<file path="config.mk">
export PLATFORM = sky130hd
export DESIGN_NAME = manifest_field_extractor_top
export DESIGN_NICKNAME = d
export VERILOG_FILES = /design/src/mfe_pkg.sv /design/src/manifest_field_extractor_top.sv
export VERILOG_INCLUDE_DIRS = /design/src /design/src/src
export SDC_FILE = /design/constraint.sdc
export NUM_CORES = 2
export LEC_CHECK = 0
export BUFFER_PORTS_ARGS = -buffer_cell sky130_fd_sc_hd__buf_2
export CORE_UTILIZATION = 60
export DETAILED_ROUTE_END_ITERATION = 7
export PLACE_DENSITY = 0.88
export SLEW_MARGIN = 20
export SYNTH_ARGS = -nofsm -noshare
export SYNTH_HDL_FRONTEND = slang
export SYNTH_SLANG_ARGS = --single-unit
</file>
<file path="constraint.sdc">
create_clock -name aclk -period 47.2 [get_ports aclk]
set_input_delay 9.44 -clock aclk [delete_from_list [all_inputs] [get_ports aclk]]
set_output_delay 9.44 -clock aclk [all_outputs]
set_load 0.005 [all_outputs]
</file>
<file path="src/manifest_field_extractor_top_defines.svh">
// Assertion macros for the manifest field extractor.
`ifndef MANIFEST_FIELD_EXTRACTOR_TOP_DEFINES_SVH
`define MANIFEST_FIELD_EXTRACTOR_TOP_DEFINES_SVH

`ifndef SYNTH
// checked property, disabled while reset is asserted
`define MFE_ASSERT(lbl, clk, rstn, prop, msg) \
    lbl: assert property (@(posedge clk) disable iff (!rstn) prop) else $error(msg);
// checked property, also active during reset
`define MFE_ASSERT_ALWAYS(lbl, clk, prop, msg) \
    lbl: assert property (@(posedge clk) prop) else $error(msg);
`else
`define MFE_ASSERT(lbl, clk, rstn, prop, msg)
`define MFE_ASSERT_ALWAYS(lbl, clk, prop, msg)
`endif

`endif

</file>
<file path="src/mfe_pkg.sv">
// Types and constants of the manifest field extractor.
package mfe_pkg;

    // capture phase of the quoted fields (version, sha256)
    typedef enum logic [4:0] {
        PH_SEARCH = 5'b00001,
        PH_OPENQ  = 5'b00010,
        PH_CAPT   = 5'b00100,
        PH_DONE   = 5'b01000,
        PH_FAIL   = 5'b10000
    } phase_t;

    // parse phase of the size field
    typedef enum logic [4:0] {
        SZ_SEARCH = 5'b00001,
        SZ_WS     = 5'b00010,
        SZ_SIGN   = 5'b00100,
        SZ_DIGITS = 5'b01000,
        SZ_DONE   = 5'b10000
    } size_phase_t;

    localparam logic [7:0] CH_QUOTE = 8'h22;
    localparam logic [7:0] CH_COLON = 8'h3A;
    localparam logic [7:0] CH_SPACE = 8'h20;
    localparam logic [7:0] CH_PLUS  = 8'h2B;
    localparam logic [7:0] CH_MINUS = 8'h2D;

    // keys without their colon; first character in the high byte
    localparam logic [71:0] KEY_VERSION = "\"version\"";
    localparam logic [47:0] KEY_SIZE    = "\"size\"";
    localparam logic [63:0] KEY_SHA     = "\"sha256\"";

    localparam int HASH_DIGITS = 64;
    localparam int VER_WORD_BYTES = 16;

    // word_index codes
    localparam logic [2:0] WORD_STATUS = 3'd0;
    localparam logic [2:0] WORD_VER_LO = 3'd1;
    localparam logic [2:0] WORD_VER_HI = 3'd2;
    localparam logic [2:0] WORD_HASH_0 = 3'd3;
    localparam logic [2:0] WORD_HASH_1 = 3'd4;
    localparam logic [2:0] WORD_HASH_2 = 3'd5;
    localparam logic [2:0] WORD_HASH_3 = 3'd6;

endpackage

</file>
<file path="src/manifest_field_extractor_top.sv">
// Manifest field extractor: version, size and sha256 parse over a byte stream.
`include "manifest_field_extractor_top_defines.svh"

// One manifest byte is taken per cycle while s_axis_tready is high. Three
// matchers watch a nine-byte window for "version":, "size": and "sha256": and
// capture the values as the bytes go by. On the byte marked tlast the parsed
// fields are latched into a result bank and the parser returns to its reset
// state, so the next buffer may start on the following cycle. The bank drains
// one result per cycle while m_axis_tready is high: seven results (tuser 0
// status, 1-2 version, 3-6 hash) for a good manifest, a single zero status
// result otherwise. Bytes that are not a buffer's last keep flowing while the
// bank drains; a last byte is held off until the final result of the previous
// run is taken, in the same cycle at the earliest.
module manifest_field_extractor_top
    import mfe_pkg::*;
#(
    parameter int VERSION_BYTES = 16
) (
    input  logic         aclk,
    input  logic         aresetn,
    input  logic         s_axis_tvalid,
    output logic         s_axis_tready,
    input  logic [7:0]   s_axis_tdata,   // [7:0] text_byte
    input  logic         s_axis_tlast,   // end_of_buffer
    output logic         m_axis_tvalid,
    input  logic         m_axis_tready,
    // [63:0] word_data, [64] manifest_ok, [96:65] image_size,
    // [100:97] version_length, [103:101] zero
    output logic [103:0] m_axis_tdata,
    output logic [2:0]   m_axis_tuser,   // [2:0] word_index
    output logic         m_axis_tlast    // last_result
);

    localparam int VCOUNT_W = $clog2(VERSION_BYTES);
    localparam logic [VCOUNT_W-1:0] VCOUNT_MAX = VCOUNT_W'(VERSION_BYTES - 1);

    // parser state
    logic [71:0]         win_reg, win_next;
    phase_t              ver_ph_reg, ver_ph_next;
    phase_t              hash_ph_reg, hash_ph_next;
    size_phase_t         size_ph_reg, size_ph_next;
    logic [7:0]          vstore_reg [VER_WORD_BYTES];
    logic [7:0]          vstore_next [VER_WORD_BYTES];
    logic [VCOUNT_W-1:0] vcnt_reg, vcnt_next;
    logic [31:0]         acc_reg, acc_next;
    logic                neg_reg, neg_next;
    logic                sat_reg, sat_next;
    logic [3:0]          hstore_reg [HASH_DIGITS];
    logic [3:0]          hstore_next [HASH_DIGITS];
    logic [6:0]          hcnt_reg, hcnt_next;

    // result bank and drain control
    logic                active_reg;
    logic [2:0]          pos_reg;
    logic                snap_ok_reg;
    logic [31:0]         snap_size_reg;
    logic [3:0]          snap_vlen_reg;
    logic [127:0]        snap_ver_reg;
    logic [255:0]        snap_hash_reg;

    logic                fin_ok;
    logic [31:0]         fin_size;
    logic [3:0]          fin_vlen;
    logic [127:0]        fin_ver;
    logic [255:0]        fin_hash;

    logic                s_hs, m_hs, load, drain_free, m_tlast_o;
    logic [63:0]         word_data;

    assign m_tlast_o     = !snap_ok_reg || (pos_reg == WORD_HASH_3);
    assign drain_free    = !active_reg || (m_axis_tready && m_tlast_o);
    assign s_axis_tready = !s_axis_tlast || drain_free;
    assign s_hs          = s_axis_tvalid && s_axis_tready;
    assign load          = s_hs && s_axis_tlast;
    assign m_hs          = active_reg && m_axis_tready;

    always_comb begin
        logic [7:0]  c;
        logic        last;
        logic        is_digit;
        logic        is_space;
        logic        is_hex;
        logic [3:0]  hex_val;
        logic [35:0] prod;
        logic        vok;

        c        = s_axis_tdata;
        last     = s_axis_tlast;
        is_digit = (c >= "0") && (c <= "9");
        is_space = (c == CH_SPACE) || (c inside {[8'd9:8'd13]});
        is_hex   = is_digit || (c inside {["a":"f"]}) || (c inside {["A":"F"]});
        hex_val  = is_digit ? c[3:0] : 4'(c[3:0] + 4'd9);
        prod     = {1'b0, acc_reg, 3'b000} + {3'b000, acc_reg, 1'b0} + {32'd0, c[3:0]};

        win_next     = {win_reg[63:0], c};
        ver_ph_next  = ver_ph_reg;
        hash_ph_next = hash_ph_reg;
        size_ph_next = size_ph_reg;
        vstore_next  = vstore_reg;
        vcnt_next    = vcnt_reg;
        acc_next     = acc_reg;
        neg_next     = neg_reg;
        sat_next     = sat_reg;
        hstore_next  = hstore_reg;
        hcnt_next    = hcnt_reg;

        case (ver_ph_reg)
            PH_SEARCH: begin
                if (!last && win_reg == KEY_VERSION && c == CH_COLON) begin
                    ver_ph_next = PH_OPENQ;
                end
            end
            PH_OPENQ: begin
                ver_ph_next = (c == CH_QUOTE && !last) ? PH_CAPT : PH_FAIL;
            end
            PH_CAPT: begin
                if (c == CH_QUOTE) begin
                    ver_ph_next = (vcnt_reg != '0) ? PH_DONE : PH_FAIL;
                end else if (vcnt_reg < VCOUNT_MAX) begin
                    // only the first fifteen characters are kept; a longer value fails the version
                    for (int i = 0; i < VER_WORD_BYTES; i++) begin
                        if (int'(vcnt_reg) == i) begin
                            vstore_next[i] = c;
                        end
                    end
                    vcnt_next = vcnt_reg + 1'b1;
                end else begin
                    ver_ph_next = PH_FAIL;
                end
            end
            default: ;
        endcase

        case (size_ph_reg)
            SZ_SEARCH: begin
                if (!last && win_reg[47:0] == KEY_SIZE && c == CH_COLON) begin
                    size_ph_next = SZ_WS;
                end
            end
            SZ_WS: begin
                if (is_space) begin
                    size_ph_next = SZ_WS;
                end else if (c == CH_PLUS || c == CH_MINUS) begin
                    neg_next     = (c == CH_MINUS);
                    size_ph_next = SZ_SIGN;
                end else if (is_digit) begin
                    acc_next     = {28'd0, c[3:0]};
                    size_ph_next = SZ_DIGITS;
                end else begin
                    size_ph_next = SZ_DONE;
                end
            end
            SZ_SIGN: begin
                if (is_digit) begin
                    acc_next     = {28'd0, c[3:0]};
                    size_ph_next = SZ_DIGITS;
                end else begin
                    size_ph_next = SZ_DONE;
                end
            end
            SZ_DIGITS: begin
                if (is_digit) begin
                    if (!sat_reg) begin
                        if (prod[35:32] != 4'd0) begin
                            sat_next = 1'b1;
                        end else begin
                            acc_next = prod[31:0];
                        end
                    end
                end else begin
                    size_ph_next = SZ_DONE;
                end
            end
            default: ;
        endcase

        case (hash_ph_reg)
            PH_SEARCH: begin
                if (!last && win_reg[63:0] == KEY_SHA && c == CH_COLON) begin
                    hash_ph_next = PH_OPENQ;
                end
            end
            PH_OPENQ: begin
                hash_ph_next = (c == CH_QUOTE && !last) ? PH_CAPT : PH_FAIL;
            end
            PH_CAPT: begin
                if (c == CH_QUOTE) begin
                    hash_ph_next = (int'(hcnt_reg) == HASH_DIGITS) ? PH_DONE : PH_FAIL;
                end else if (int'(hcnt_reg) < HASH_DIGITS && is_hex) begin
                    hstore_next[hcnt_reg[5:0]] = hex_val;
                    hcnt_next = hcnt_reg + 7'd1;
                end else begin
                    hash_ph_next = PH_FAIL;
                end
            end
            default: ;
        endcase

        // run summary from the state after this byte
        vok = (ver_ph_next == PH_DONE) || (ver_ph_next == PH_CAPT && vcnt_next != '0);
        if (size_ph_next == SZ_SEARCH) begin
            fin_size = 32'd0;
        end else if (sat_next) begin
            fin_size = 32'hFFFF_FFFF;
        end else begin
            fin_size = neg_next ? (32'd0 - acc_next) : acc_next;
        end
        fin_ok   = vok && (fin_size != 32'd0) && (hash_ph_next == PH_DONE);
        fin_vlen = (int'(vcnt_next) > 15) ? 4'd15 : 4'(vcnt_next);
        for (int b = 0; b < VER_WORD_BYTES; b++) begin
            fin_ver[8*b +: 8] = (int'(vcnt_next) > b) ? vstore_next[b] : 8'd0;
        end
        // first digit of each group of sixteen lands in the high nibble
        for (int j = 0; j < 4; j++) begin
            for (int k = 0; k < 16; k++) begin
                fin_hash[64*j + 4*(15-k) +: 4] = hstore_next[16*j + k];
            end
        end
    end

    always_ff @(posedge aclk) begin
        if (!aresetn) begin
            win_reg     <= '0;
            ver_ph_reg  <= PH_SEARCH;
            hash_ph_reg <= PH_SEARCH;
            size_ph_reg <= SZ_SEARCH;
            vcnt_reg    <= '0;
            acc_reg     <= '0;
            neg_reg     <= 1'b0;
            sat_reg     <= 1'b0;
            hcnt_reg    <= '0;
        end else if (load) begin
            win_reg     <= '0;
            ver_ph_reg  <= PH_SEARCH;
            hash_ph_reg <= PH_SEARCH;
            size_ph_reg <= SZ_SEARCH;
            vcnt_reg    <= '0;
            acc_reg     <= '0;
            neg_reg     <= 1'b0;
            sat_reg     <= 1'b0;
            hcnt_reg    <= '0;
        end else if (s_hs) begin
            win_reg     <= win_next;
            ver_ph_reg  <= ver_ph_next;
            hash_ph_reg <= hash_ph_next;
            size_ph_reg <= size_ph_next;
            vcnt_reg    <= vcnt_next;
            acc_reg     <= acc_next;
            neg_reg     <= neg_next;
            sat_reg     <= sat_next;
            hcnt_reg    <= hcnt_next;
        end
    end

    // capture stores hold no reset; unwritten entries are masked by the counts
    always_ff @(posedge aclk) begin
        if (s_hs) begin
            vstore_reg <= vstore_next;
            hstore_reg <= hstore_next;
        end
    end

    always_ff @(posedge aclk) begin
        if (load) begin
            snap_ok_reg   <= fin_ok;
            snap_size_reg <= fin_size;
            snap_vlen_reg <= fin_vlen;
            snap_ver_reg  <= fin_ver;
            snap_hash_reg <= fin_hash;
        end
    end

    always_ff @(posedge aclk) begin
        if (!aresetn) begin
            active_reg <= 1'b0;
            pos_reg    <= WORD_STATUS;
        end else if (load) begin
            active_reg <= 1'b1;
            pos_reg    <= WORD_STATUS;
        end else if (m_hs) begin
            if (m_tlast_o) begin
                active_reg <= 1'b0;
                pos_reg    <= WORD_STATUS;
            end else begin
                pos_reg    <= pos_reg + 3'd1;
            end
        end
    end

    always_comb begin
        case (pos_reg)
            WORD_STATUS: word_data = 64'd0;
            WORD_VER_LO: word_data = snap_ver_reg[63:0];
            WORD_VER_HI: word_data = snap_ver_reg[127:64];
            WORD_HASH_0: word_data = snap_hash_reg[63:0];
            WORD_HASH_1: word_data = snap_hash_reg[127:64];
            WORD_HASH_2: word_data = snap_hash_reg[191:128];
            WORD_HASH_3: word_data = snap_hash_reg[255:192];
            default:     word_data = 64'd0;
        endcase
    end

    assign m_axis_tvalid = active_reg;
    assign m_axis_tlast  = m_tlast_o;
    // a failed run stays at the status item
    assign m_axis_tuser  = pos_reg;
    // a failed run reports all zeros
    assign m_axis_tdata  = snap_ok_reg ?
                           {3'b000, snap_vlen_reg, snap_size_reg, 1'b1, word_data} : '0;

    `MFE_ASSERT_ALWAYS(a_reset_idle, aclk, !aresetn |=> !m_axis_tvalid, "output valid after reset")
    `MFE_ASSERT(a_pos_step, aclk, aresetn, (m_hs && !m_tlast_o) |=> (active_reg && pos_reg == $past(pos_reg) + 3'd1), "drain position did not advance")
    `MFE_ASSERT(a_fail_single, aclk, aresetn, (active_reg && !snap_ok_reg) |-> (pos_reg == WORD_STATUS), "failed run past status item")
    `MFE_ASSERT(a_ok_size, aclk, aresetn, (active_reg && snap_ok_reg) |-> (snap_size_reg != 32'd0), "good run with zero size")
    `MFE_ASSERT(a_run_reset, aclk, aresetn, load |=> (ver_ph_reg == PH_SEARCH && hash_ph_reg == PH_SEARCH && size_ph_reg == SZ_SEARCH && win_reg == 72'd0), "parser not cleared after last item")

endmodule
</file>
==> key figures <==
Critical path
  – CP Buf/Inv Count: 2
  – Critical path required time: 37.76 ns
  – Startpoint type of the worst setup path: input pin
  – Arr. time, crit path: 10.34 ns
  – CP Capture Type: output pin
  – Most frequent CP cell: buf_2
  – Crit-path slowest cell: nand2_1
  – Worst setup path class: input pin to output pin
  – Worst stage delay on the critical path: 0.34 ns
  – Cell family with most CP delay: simple AND/OR/NAND/NOR gates
  – Crit-path cells: buf_2 > nand2_1 > nand3_1 > buf_2
  – Crit path max fanout: 3

Synthesis
  – Commonest cells post-synth: edfxtp_1 (789), a21oi_1 (407), nor2_1 (392)
  – Synth area leader: edfxtp_1
  – Yosys warnings: 0
  – Register area share after synthesis: 62.4%
  – Top cells by area, synth: edfxtp_1 (56%), mux2_2 (7.1%), dfxtp_1 (6.4%)
  – Top-count cell post-synth: edfxtp_1
  – Post-synthesis register bit count: 925
  – Area fraction of the dominant cell type after synthesis: 55.9%
  – Distinct cells, synth: 86
  – FFs w/ async S/R, synth: 0%
  – Syn Area/Cell: 12.0 sq um
  – Number of enable flip-flop cells after synthesis: 789
  – Main flop type after synthesis: edfxtp_1
  – Cell count after synthesis: 3525
  – Post-Syn Area: 42400 sq um

Global route
  – Total GRT Usage: 31.9%
  – Largest net degree at the start of global routing: 138
  – Number of global-route vias before repair: 29500
  – Met2 GRT Util: 51.0%
  – Met3 Use GR: 5.99%
  – Met1 Track Usage GR: 42.2%
  – Grt ovf: 0
  – First-pass GRT wire length: 174000 microns
  – Busiest grt layer: met2
  – Initial antenna violation count: 2

Floorplan
  – Top Ports: 123
  – Die ar.: 71700 sq um
  – Initial Util: 60.6%
  – Die Ht: 268 microns
  – Core Box Area: 69900 sq um
  – Die outline width: 268 microns
  – # rows: 97

Layout
  – Final net count: 3670
  – Area grow syn2layout: 10.9%
  – Layout cells sized above 1: 16.8%

Job
  – Max Cap Viol: 0

Outcome
  – Run status: finished with violations
  – Failing checks: DRC

Timing
  – Final Critical Period: 19.78 ns
  – Worst-margin pin slew: 1.12 ns
  – Unrepaired setup endpoints after global routing: no
  – Fin Setup TNS: 0 ns
  – # setup viols final: 0
  – Fin crit share: 41.9%
  – Max transition margin: 25.7%
  – Max-slew violations: 0
  – Final Hold Violating Endpoints: 0
  – Clock skew: 0.0598 ns
  – Peak Freq: 50.6 MHz
  – Fin Hold WS: 0.458 ns

Drt
  – Via count: 30900
  – Drt first pass iters: 8
  – Drc violations: 10
  – Vias per cell: 6.72
  – Post-route ant nets: 0
  – Wirelength per Cell: 25.3 microns
  – Total Routed Length: 117000 microns
  – Drt initial violations: 4798

Min path
  – HP Class: flip-flop to flip-flop

Clock tree
  – Clk sinks: 925
  – Clock transition at path regs: 0.05 ns
  – Later-pin clock latency in the skew report: 0.68 ns
  – Num CTS Buffers: 92
  – CTS tree: done
  – Postcts setup bufs: 0
  – CTS root buf: clkbuf_16
  – # hold bufs at CTS: 0
  – H-Tree Depth: 3
  – Post-cts resize count: 0
  – Clk buf depth: 3

Power and ir drop
  – Maximum vdd ir drop: 26.2 uV
  – Internal: 1.41 mW
  – Part of the power in registers: 51.7%
  – Combinational Power Share: 6.6%
  – Pwr Density: 39.1 nW/um^2
  – Net Sw Frac: 23.1%
  – Clk network pwr share: 41.7%
  – Leak: 16.0 nW
  – Sw power: 0.423 mW

Placed design
  – I/O Buffers: 119
  – RePlAce Congestion: 0.970
  – Hpwl dp: 69600 microns
## final timing paths
kind	to	slack, ns	start	cells past startpoint
max	s_axis_tready	27.42	m_axis_tready	4
max reg2reg	snap_hash_reg[142]	39.14	m_axis_tuser[2]	11
min reg2reg	win_reg[67]	0.46	win_reg[67]	2
min	win_reg[67]	0.46	win_reg[67]	2
## cells in the final DEF (no fill, tap or decap), types with 11 or more instances in the layout
cell       count
nand4_1       26
inv_1         26
mux2_2       267
ha_1          76
xor2_1        24
nor4b_1       11
a31oi_1       48
nor2b_1       35
a211oi_1      35
and2_1        64
o21a_1        20
nand2_1      345
buf_4         46
or3_1         13
a21oi_1      406
edfxtp_1     789
a21o_1        18
clkbuf_1      24
xnor2_1       38
nand3_1       41
o21ai_0       70
nor2_1       391
buf_2        119
nor4_1        14
a222oi_1      37
a21boi_0      41
dfxtp_1      135
nand2b_1      16
clkbuf_16     96
nor3_1        47
a22oi_1       61
clkinv_1      15
and3_1        51
bufinv_16     11
## worst reg2reg max path, cell delays in order, from the launching register on
cell      delay, ns
dfxtp_4        0.85
buf_4          0.88
and2_1         0.57
nand2b_1       0.39
nand2_1        0.37
nand3_1        0.29
nand2_4        0.29
inv_8          0.74
nand2_1        0.47
inv_8          0.75
buf_4          1.01
buf_4          0.98
## layout make-up
cell class              instances  area (sq um)
well taps                     940          1180
flip-flops and latches        925         26400
fillers                      4589         22900
clock inverters                49           637
repair buffers                165           941
clock buffers                 124          2550
diodes                          2          5.00
inverters                      30           128
multi-input cells            2362         15100
## layer usage
| metal | vias up | wire length, microns |
|---|---|---|
| li1 | 13300 | - |
| met1 | 14900 | 42400 |
| met2 | 2304 | 54700 |
| met3 | 438 | 13600 |
| met4 | 2 | 5790 |
| met5 | - | 20 |
## logic make-up (layout without fill, tap and decap cells)
group | count (synthesis) | after routing | synth area share [%]
AOI/OAI and AO/OA | 833 | 833 | 12.3
xor gates and xnor gates | 65 | 65 | 1.34
adders and majority gates | 81 | 81 | 2.43
buffers and inverters | 240 | 368 | 2.24
DFF | 925 | 925 | 62.4
muxes | 275 | 275 | 7.29
other | 1 | 5 | 0.00885
and+or+nand+nor | 1105 | 1105 | 12.0
## power by group through the flow
stage          logic [mW]  registers [mW]  clock network (mW)
3_5_place_dp        0.116           0.964                   0
3_3_place_gp        0.112           0.962                   0
2_1_floorplan      0.0814           0.973                   0
5_1_grt             0.129           0.951               0.795
4_1_cts             0.118           0.948               0.766
6_report            0.121           0.949               0.764
## metrics by stage
step	std cells	area [sq um]	utilization, %	power [mW]	setup WS (ns)
after floorplan	3527	42400	-	1.05	25.58
after global placement	4422	43800	62.6	1.07	27.44
after detailed placement	4422	43800	62.6	1.08	27.43
after CTS	4595	47000	67.2	1.83	27.42
after global routing	4596	47000	67.2	1.88	27.41
final	4597	47000	67.2	1.83	27.42
Note: power is estimated with default switching activity, not from simulation.
